[src/gtg_pkg.sv]
package gtg_pkg;

  localparam int CordicStages = 16;
  localparam int CW = 28;
  localparam int ZW = 20;
  localparam int GuardBits = 8;
  localparam logic signed [ZW-1:0] HalfPiQ16 = 20'sd102944;
  localparam logic [15:0] InvGainQ16 = 16'd39797;
  localparam logic [14:0] OutMax = 15'd32767;

  typedef enum logic [2:0] {
    REG_TARGET_X  = 3'd0,
    REG_TARGET_Y  = 3'd1,
    REG_GAIN      = 3'd2,
    REG_MAX_SPEED = 3'd3,
    REG_DIST_THR  = 3'd4,
    REG_ANG_THR   = 3'd5
  } reg_idx_t;

  typedef struct packed {
    logic [14:0] speed_gain;
    logic [14:0] max_speed;
    logic [14:0] distance_threshold;
    logic [14:0] angle_threshold;
  } cfg_t;

  typedef struct packed {
    logic signed [CW-1:0] x;
    logic signed [CW-1:0] y;
    logic signed [ZW-1:0] z;
    logic signed [15:0]   head;
  } cstage_t;

  function automatic logic signed [ZW-1:0] atan_q16(input int i);
    case (i)
      0: atan_q16 = 20'sd51472;
      1: atan_q16 = 20'sd30386;
      2: atan_q16 = 20'sd16055;
      3: atan_q16 = 20'sd8150;
      4: atan_q16 = 20'sd4091;
      5: atan_q16 = 20'sd2047;
      6: atan_q16 = 20'sd1024;
      7: atan_q16 = 20'sd512;
      8: atan_q16 = 20'sd256;
      9: atan_q16 = 20'sd128;
      10: atan_q16 = 20'sd64;
      11: atan_q16 = 20'sd32;
      12: atan_q16 = 20'sd16;
      13: atan_q16 = 20'sd8;
      14: atan_q16 = 20'sd4;
      15: atan_q16 = 20'sd2;
      16: atan_q16 = 20'sd1;
      default: atan_q16 = '0;
    endcase
  endfunction

endpackage

[src/gtg_decide.sv]
module gtg_decide
  import gtg_pkg::*;
(
  input  logic    clk,
  input  logic    rst,
  input  logic    en,
  input  cfg_t    cfg,
  input  logic    in_valid,
  input  cstage_t in_data,
  output logic    out_valid,
  output logic [14:0] linear_speed,
  output logic [14:0] angular_speed
);

  logic v1, v2;
  logic [43:0] prod;
  logic signed [ZW-1:0] err1;
  logic [43:0] prod_next;
  logic [16:0] dist2;
  logic signed [ZW-1:0] bearing;
  logic [ZW-1:0] aerr2;
  logic [31:0] lin_full;
  logic [14:0] lin_c;
  logic [14:0] ang_c;
  logic [14:0] lin_o, ang_o;

  always_comb begin
    prod_next = in_data.x[CW-1] ? '0 : 44'(in_data.x) * 44'(InvGainQ16);
    bearing = (in_data.z + ZW'(8)) >>> 4;
  end

  always_ff @(posedge clk) begin
    if (rst) begin
      v1 <= 1'b0;
      v2 <= 1'b0;
    end else if (en) begin
      v1 <= in_valid;
      v2 <= v1;
    end
    if (en) begin
      prod <= prod_next;
      err1 <= bearing - ZW'(in_data.head);
      dist2 <= 17'((prod + 44'd8388608) >> 24);
      aerr2 <= err1[ZW-1] ? ZW'(-err1) : ZW'(err1);
    end
  end

  always_comb begin
    lin_full = 32'(dist2) * 32'(cfg.speed_gain);
    lin_c = (lin_full[31:12] > 20'(cfg.max_speed)) ? cfg.max_speed : lin_full[26:12];
    ang_c = (aerr2 > ZW'(OutMax)) ? OutMax : aerr2[14:0];
    lin_o = '0;
    ang_o = '0;
    if (dist2 > 17'(cfg.distance_threshold)) begin
      if (aerr2 > ZW'(cfg.angle_threshold)) begin
        ang_o = ang_c;
      end else begin
        lin_o = lin_c;
      end
    end
  end

  always_ff @(posedge clk) begin
    if (rst) begin
      out_valid <= 1'b0;
    end else if (en) begin
      out_valid <= v2;
    end
    if (en) begin
      linear_speed  <= lin_o;
      angular_speed <= ang_o;
    end
  end

endmodule
[config.mk]
export PLATFORM = sky130hd
export DESIGN_NAME = gtg_decide
export DESIGN_NICKNAME = d
export VERILOG_FILES = /design/src/gtg_pkg.sv /design/src/gtg_decide.sv
export SDC_FILE = /design/constraint.sdc
export NUM_CORES = 1
export LEC_CHECK = 0
export BUFFER_PORTS_ARGS = -buffer_cell sky130_fd_sc_hd__buf_2
export CAP_MARGIN = 20
export CORE_MARGIN = 4
export CORE_UTILIZATION = 57
export CTS_CLUSTER_DIAMETER = 50
export DETAILED_ROUTE_END_ITERATION = 12
export GPL_TIMING_DRIVEN = 0
export PLACE_DENSITY = 0.79
export SKIP_CTS_REPAIR_TIMING = 1
export SLEW_MARGIN = 20
export SYNTH_ARGS = -nofsm -noshare
export SYNTH_HDL_FRONTEND = slang
export SYNTH_SLANG_ARGS = --single-unit
[constraint.sdc]
create_clock -name clk -period 10 [get_ports clk]
set_clock_uncertainty 0.05 [all_clocks]
set_input_delay 2 -clock clk [delete_from_list [all_inputs] [get_ports clk]]
set_output_delay 2 -clock clk [all_outputs]
set_load 0.03 [all_outputs]
==> impl_results.md <==
* Outcome: finished, final reports clean
* Non-filler cells, final at 3116
* Final hold violations at 0
* CTS tree: done
* Sequential fraction of the synthesis area at 13.4%
* Die width at 211 microns
* GRT Residual Overflow at 0
* # nets final at 3486
* Clk slew on worst S/H paths at 0.08 ns
* Post-route DRC at 0
* Area leader, netlist: fa_1
* Via density at 5.48
* Hold Path Depth at 0
* First-pass iteration count of the detailed router at 5
* Synthesized flop and latch total at 105
* Crit path launch type: input pin
* Wire per inst at 18.1 microns
* Layout cell share with drive strength beyond 1 at 9.58%
* First-pass GRT wire length at 91000 microns
* Top FF cell, synth: edfxtp_1
* Placed insts at 3091
* Worst Path Required at 10.09 ns
* Io pins at 187
* Die ar. at 44300 sq um
* Synth top area share at 34.6%
* Ys Warns at 0
* Final setup vio count at 0
* Antenna violations before repair at 3
* CTS Root Cell: clkbuf_16
* Crit path max fanout at 8
* Final HPWL DP at 47500 microns
* CP Capture Type: flip-flop
* Maximum clock insertion buffer count at 2
* Syn Area/Cell at 9.70 sq um
* Core Box Area at 40200 sq um
* Slew Limit Fails at 0
* Minimum clock period at 9.90 ns
* Layout Area Growth over Synthesis at 9.21%
* Max-slew headroom at 48.1%
* Critical-path top delay cell: or4_4
* CTS buffer count at 9
* Dominant cells by area after synthesis: fa_1 35%, ha_1 18%, edfxtp_1 13%
* Path type of the worst setup path: in -> reg
* Hold Crit Class: reg -> reg
* Final Wtd Congestion at 0.954
* Max Clock Freq at 0.101 GHz
* Pin count of the biggest net entering global routing at 75
* Area of the mapped netlist at 23400 sq um
* I/O Buffers at 152
* Number of synthesized flops with an enable pin at 102
* Tcrit/Tclk final at 99.0%
* Final ANT Viol Nets at 0
* Initial DRC count at 901
* FFs w/ async S/R, synth at 0%
* Fillcell total at 3161
* Vias in the first global route at 18400
* Crit-path max cell delay at 0.57 ns
* Row count at 73
* Reg2Reg Depth at 29
* Via count at 17100
* Worst skew pair latency at 0.38 ns
* Initial Util at 58.2%
* Post-synthesis cell count at 2411
* Post-synthesis cell type count at 77
* Worst path arrival time at 9.99 ns
* Tightest Pin Transition at 0.769 ns
* Max Cap Viol at 0
* H-tree depth reported by CTS at 3
* Sink Count at 105
* Total track usage at 25.7%
* Fin util at 63.6%
* DRT Wirelength at 56400 microns
* Chip Height at 211 microns
[routing by layer]
metal  wire [microns]  global-route usage (%)  vias up
li1                 -                       -     7910
met1            22100                    32.6     8468
met2            28500                    44.3      553
met3             3480                    4.03      156
met4             2310                    10.4        2
met5                7                       0        -
[state kept, by name, summed over array words and instances, names as in the netlist]
name	flops
out_valid	1
angular_speed	15
aerr2	20
linear_speed	15
dist2	17
prod	18
v2	1
v1	1
err1	17
[cell families after synthesis]
group	count (synthesis)	share of synthesized area [%]
fa+ha+maj	745	52.8
buf+inv	694	11.3
simple gates	542	12.2
compound gates	230	6.79
flops	105	13.4
xor+xnor	87	3.26
mux	7	0.326
other cells	1	0.0160
[worst paths after layout]
| path | from | to | slack, ns |
|---|---|---|---|
| worst max-delay path | cfg[50] | linear_speed[0] | 0.1 |
| worst min-delay path | err1[0] | aerr2[0] | 0.44 |
| worst max register to register | dist2[2] | linear_speed[0] | 0.90 |
| worst min register to register | err1[0] | aerr2[0] | 0.44 |
[cell type report]
class | instances | area [sq um] | share of cell area, %
clock buffer | 10 | 229 | 0.896
tap | 525 | 657 | 2.57
timing repair buffer | 163 | 888 | 3.48
inverter | 642 | 2410 | 9.43
buffer | 50 | 347 | 1.36
sequential | 105 | 3120 | 12.2
antenna | 1 | 2.50 | 0.00980
multi-input combinational | 1614 | 17800 | 69.8
clock inverter | 6 | 58.8 | 0.230
[critical path: cells and delay by family]
kind	cells	cell delay [ns]
AND/OR/NAND/NOR	4	1.06
AO/OA/AOI/OAI	10	2.25
buffers and inverters	8	0.65
XOR/XNOR	1	0.21
adder cells (fa/ha/maj)	8	3.76
[synthesized netlist by cell type, types with 22 or more instances]
cell type    n
and2_1     157
nor2_1      57
fa_1       404
xnor2_1     65
nand4_1     32
nor3_1      33
xor2_1      22
edfxtp_1   102
o21a_1      31
inv_1      642
clkbuf_1    44
a21oi_1     64
o21ai_0     36
nand3_1     27
nand2_1    155
ha_1       341
[cells in the final DEF (no fill, tap or decap), drive strengths merged, types with 11 or more instances in the layout]
cell    Yosys  final
a21oi      64     64
xnor2      65     65
o21a       31     31
o31ai      16     16
nand4      32     32
nand2     155    155
nor2b      16     16
clkbuf     44     41
nand3      27     27
o21ai      38     38
fa        404    404
a21o       18     18
ha        341    341
nor2       57     57
or3        11     11
inv       642    645
and2      157    157
and3       19     19
nor3       33     33
edfxtp    102    102
xor2       22     22
buf         8    182
[per-stage QoR]
step	area, sq um	hold slack [ns]	setup TNS [ns]	setup WS [ns]
2_1_floorplan	23400	0.403	0	0.0210
3_3_place_gp	24800	0.421	-15.54	-1.13
3_5_place_dp	24900	0.423	-18.01	-1.29
4_1_cts	25100	0.440	-12.81	-0.948
5_1_grt	25500	0.445	-0.849	-0.102
6_report	25500	0.437	0	0.0975
Power is left out: the tool's default activity adds up to more than one toggle a clock period on the data nets, which glitch-free logic cannot reach.
