[config.mk]
export PLATFORM = sky130hd
export DESIGN_NAME = gtg_cordic_stage
export DESIGN_NICKNAME = d
export VERILOG_FILES = /design/src/gtg_pkg.sv /design/src/gtg_cordic_stage.sv
export SDC_FILE = /design/constraint.sdc
export NUM_CORES = 1
export LEC_CHECK = 0
export BUFFER_PORTS_ARGS = -buffer_cell sky130_fd_sc_hd__buf_2
export CORE_MARGIN = 2
export CORE_UTILIZATION = 60
export CTS_BUF_LIST = sky130_fd_sc_hd__clkbuf_2 sky130_fd_sc_hd__clkbuf_4 sky130_fd_sc_hd__clkbuf_8
export CTS_CLUSTER_DIAMETER = 150
export DETAILED_ROUTE_END_ITERATION = 16
export PLACE_DENSITY_LB_ADDON = 0.2
export RECOVER_POWER = 25
export SKIP_LAST_GASP = 1
export SLEW_MARGIN = 20
export SYNTH_ARGS = -nofsm -noshare
export SYNTH_HDL_FRONTEND = slang
export SYNTH_SLANG_ARGS = --single-unit
[constraint.sdc]
create_clock -name clk -period 6.9 [get_ports clk]
set_input_delay 0 -clock clk [delete_from_list [all_inputs] [get_ports clk]]
set_output_delay 0 -clock clk [all_outputs]
set_load 0.05 [all_outputs]
[src/gtg_pkg.sv]
package gtg_pkg;

  localparam int CordicStages = 16;
  localparam int CW = 28;
  localparam int ZW = 20;
  localparam int GuardBits = 8;
  localparam logic signed [ZW-1:0] HalfPiQ16 = 20'sd102944;
  localparam logic [15:0] InvGainQ16 = 16'd39797;
  localparam logic [14:0] OutMax = 15'd32767;

  typedef enum logic [2:0] {
    REG_TARGET_X  = 3'd0,
    REG_TARGET_Y  = 3'd1,
    REG_GAIN      = 3'd2,
    REG_MAX_SPEED = 3'd3,
    REG_DIST_THR  = 3'd4,
    REG_ANG_THR   = 3'd5
  } reg_idx_t;

  typedef struct packed {
    logic [14:0] speed_gain;
    logic [14:0] max_speed;
    logic [14:0] distance_threshold;
    logic [14:0] angle_threshold;
  } cfg_t;

  typedef struct packed {
    logic signed [CW-1:0] x;
    logic signed [CW-1:0] y;
    logic signed [ZW-1:0] z;
    logic signed [15:0]   head;
  } cstage_t;

  function automatic logic signed [ZW-1:0] atan_q16(input int i);
    case (i)
      0: atan_q16 = 20'sd51472;
      1: atan_q16 = 20'sd30386;
      2: atan_q16 = 20'sd16055;
      3: atan_q16 = 20'sd8150;
      4: atan_q16 = 20'sd4091;
      5: atan_q16 = 20'sd2047;
      6: atan_q16 = 20'sd1024;
      7: atan_q16 = 20'sd512;
      8: atan_q16 = 20'sd256;
      9: atan_q16 = 20'sd128;
      10: atan_q16 = 20'sd64;
      11: atan_q16 = 20'sd32;
      12: atan_q16 = 20'sd16;
      13: atan_q16 = 20'sd8;
      14: atan_q16 = 20'sd4;
      15: atan_q16 = 20'sd2;
      16: atan_q16 = 20'sd1;
      default: atan_q16 = '0;
    endcase
  endfunction

endpackage

[src/gtg_cordic_stage.sv]
module gtg_cordic_stage
  import gtg_pkg::*;
(
  input  logic    clk,
  input  logic    rst,
  input  logic    en,
  input  logic [4:0] idx,
  input  logic    in_valid,
  input  cstage_t in_data,
  output logic    out_valid,
  output cstage_t out_data
);

  cstage_t nxt;
  logic signed [CW-1:0] xs, ys;

  always_comb begin
    xs = in_data.x >>> idx;
    ys = in_data.y >>> idx;
    nxt = in_data;
    if (!in_data.y[CW-1]) begin
      nxt.x = in_data.x + ys;
      nxt.y = in_data.y - xs;
      nxt.z = in_data.z + atan_q16(int'(idx));
    end else begin
      nxt.x = in_data.x - ys;
      nxt.y = in_data.y + xs;
      nxt.z = in_data.z - atan_q16(int'(idx));
    end
  end

  always_ff @(posedge clk) begin
    if (rst) begin
      out_valid <= 1'b0;
    end else if (en) begin
      out_valid <= in_valid;
    end
    if (en) begin
      out_data <= nxt;
    end
  end

endmodule

==> impl_metrics.json <==
{
  "intPower_mw": 1.547,
  "crit_buf_inv": 3,
  "ys_types": 93,
  "dieArea_mm2": 0.02083,
  "fin_tns_setup_ps": 0,
  "io_pins": 194,
  "vias": 11320,
  "die_y_um": 144.3,
  "p_comb_share_pct": 59.1,
  "dp_hpwl_um": 27470,
  "netlist_area_mm2": 0.01181,
  "io_buffers": 193,
  "antenna_found_initial": 0,
  "path_common_cell": "buf_4",
  "start_util_pct": 60.89,
  "wl_um": 36800,
  "synth_seq_cells": 93,
  "grt_pass1_wl_um": 56180,
  "post_cts.repair.setup_buffers": 0,
  "status": "finished with violations",
  "switching_share_pct": 48.10,
  "place_congestion": 1.003,
  "cts_buffers": 9,
  "worst_clock_skew_ps": 0,
  "tritoncts": "yes",
  "clk_pin_slew_ps": 100,
  "synth_warnings": 0,
  "die_x_um": 144.3,
  "ir_worst_vdd_mv": 0.1412,
  "syn-num-nets": 1442,
  "pwr-share-clk_pct": 13.2,
  "first_pass_iters": 6,
  "violations": "capacitance limit, slew limit",
  "crit_path_end_kind": "flop",
  "worstPathMaxFanout": 50,
  "cts_root_buffer": "clkbuf_8",
  "drv_cap": 1,
  "clkLatencyLatePin_ps": 400,
  "routedWlPerCell_um": 21.51,
  "relSlewSlack_pct": -42.06,
  "crit_chain": "buf_4, buf_4, buf_4, mux4_1, mux2_2, o21ai_0, o211ai_1, or4b_1, o41ai_1, xnor2_1, nor2_1, a21oi_1, ha_1, and4_1, a22oi_1, o21ai_0, a2111oi_0, o31ai_1, a41oi_1, o21bai_1, xor2_1",
  "drtIter0Drc": 1114,
  "pwr_density_cell_mw_per_mm2": 222.3,
  "diodes": 0,
  "cts_sinks": 93,
  "tightest_slew_ps": 2131,
  "grt-ovfl-total": 0,
  "pwr-share-seq_pct": 27.7,
  "grt_max_degree": 58,
  "syn-mean-instance-area_um2": 9.443,
  "grt.total_usage_pct": 34.71,
  "synth-edff-count": 92,
  "crit_path_start_kind": "input port",
  "path_delay_family": "compound AO/OA/AOI/OAI gates",
  "route.detailed.drc": 0,
  "area_growth_pct": 13.54,
  "clock.fmax_mhz": 164.2,
  "async_flop_share_pct": 0,
  "cp_slowest_cell": "or4b_1",
  "hold_viol": 0,
  "crit_required_ps": 7050,
  "busiest_layer": "met2",
  "period_share_pct": 88.27,
  "avgViaCountPerCell": 6.614,
  "netlist_instances": 1251,
  "crit_arrival_ps": 6240,
  "synthFlopType": "edfxtp_1",
  "slowest_delay_ps": 680,
  "clockBufferDepth": 2,
  "core_area_mm2": 0.01940,
  "use_met3_pct": 6.788,
  "min_period_ps": 6090,
  "std_cell_rows": 51,
  "yosysSeqAreaShare_pct": 23.56,
  "maxSlewViolCount": 38,
  "grt_pass1_vias": 10460,
  "ant_nets": 0,
  "fin_nets": 1632,
  "netSwitchingPower_mw": 1.434,
  "holdWs_ps": 32.61,
  "rsz0062_at_grt": "false",
  "setup_viol_count_final": 0,
  "drive_gt1_share_pct": 23.24,
  "path_class": "input port to flop",
  "grt_util_met2_pct": 55.95,
  "grt_use_met1_pct": 46.85,
  "p_leak_nw": 5.551,
  "hp-class": "input port to flop",
  "htree_levels": 3
}
## placed cells by master, fill, tap and decap left out, types with 17 or more instances in the layout
cell           count
a21o_1            29
a21oi_1           96
a31oi_1           18
buf_2            171
buf_4             29
clkbuf_1          21
dlygate4sd3_1     20
edfxtp_1          92
ha_1              87
inv_1             42
mux2_2            39
mux2i_1           39
mux4_2            51
nand2_1           64
nand3_1           19
nor2_1           117
nor2b_1           17
nor3_1            34
o21a_1            22
o21ai_0           43
o22ai_1           20
xnor2_1           81
xor2_1            39
## cell families after synthesis
logic type | synth area share (%)
AOI/OAI and AO/OA | 20.20
DFF | 23.56
muxes | 18.05
adders and majority gates | 9.724
xor gates and xnor gates | 8.897
buffers and inverters | 4.120
and+or+nand+nor | 15.45
## registers in the layout, summed over array words and instances (netlist names)
name	count
out_data	92
out_valid	1
## area by class of cell
cell class | count | area [µm²]
Multi-Input combinational cell | 1051 | 8543
Fill cell | 1596 | 5987
Sequential cell | 93 | 2783
Timing Repair Buffer | 243 | 1393
Tap cell | 265 | 331.6
Inverter | 43 | 161.4
Clock buffer | 9 | 123.9
Clock inverter | 7 | 76.32
## power by group through the flow
stage                     clock network (mW)  registers [mW]  logic (mW)
after floorplan                            0            1.29       0.891
after global routing                   0.416           0.842        1.88
after detailed placement                   0           0.837        1.73
after global placement                     0           0.837        1.71
final                                  0.393           0.826        1.76
after CTS                              0.400           0.825        1.75
## through the flow
stage / power, mW / setup WS [ps] / utilization (%) / cells / instance area [µm²]
finish: 2.982 / 809.5 / 69.14 / 1711 / 13410
global route: 3.143 / 401.9 / 69.14 / 1711 / 13410
CTS: 2.972 / 827.3 / 69.29 / 1711 / 13440
detailed placement: 2.568 / 428.2 / 67.22 / 1675 / 13040
global placement: 2.549 / 561.1 / 67.22 / 1675 / 13040
floorplan: 2.180 / 1550 / - / 1251 / 11810
## what timing repair did
item | 4_1_cts | 5_1_grt
hold buffers | 20 | 0
hold endpoints to repair | 19 | 0
resized for setup | 0 | 0
## per-layer routing
metal / routed length [µm] / vias to the layer above
li1: - / 5216
met3: 3900 / 88
met2: 17130 / 685
met5: 0 / -
met1: 14700 / 5327
met4: 1074 / 0
## final timing paths
kind                     from  slack [ps]  cells past startpoint           end
hold reg to reg     out_valid        1150                      3     out_valid
hold / removal    in_data[35]          30                      3  out_data[35]
setup reg to reg    out_valid        5670                      3     out_valid
setup / recovery       idx[0]         810                     21  out_data[62]
## cell usage after synthesis (7+ instances only)
library cell  instances  share of area [%]
a21oi_1              96                4.1
nor2b_1              17               0.90
or2_2                 9               0.48
a21o_1               29                1.8
o21ai_0              43                1.8
nor3_1               34                1.4
and4_1                7               0.52
a31oi_1              18               0.95
buf_1                 8               0.25
mux2_2               39                3.7
buf_2                19               0.80
inv_1                42                1.3
clkbuf_1             30               0.95
a211oi_1             13               0.83
nand2_1              64                2.0
xor2_1               39                2.9
xnor2_1              81                6.0
or3_1                 8               0.42
a2bb2oi_1             7               0.52
mux4_2               51                9.7
nand3_1              19               0.80
nor3b_1               7               0.44
mux2i_1              39                3.3
o21bai_1              9               0.57
nand2b_1             15               0.79
and3_1               15               0.79
o22ai_1              20                1.1
nor2_1              117                3.7
edfxtp_1             92                 23
nand4_1               8               0.42
and2_1                8               0.42
ha_1                 87                9.2
o21a_1               22                1.4
## tightest hold or removal path, cell delays in order
cell,delay (ps)
buf_2,90
xnor2_1,80
xnor2_1,150
(Power assumes the default switching activity.)
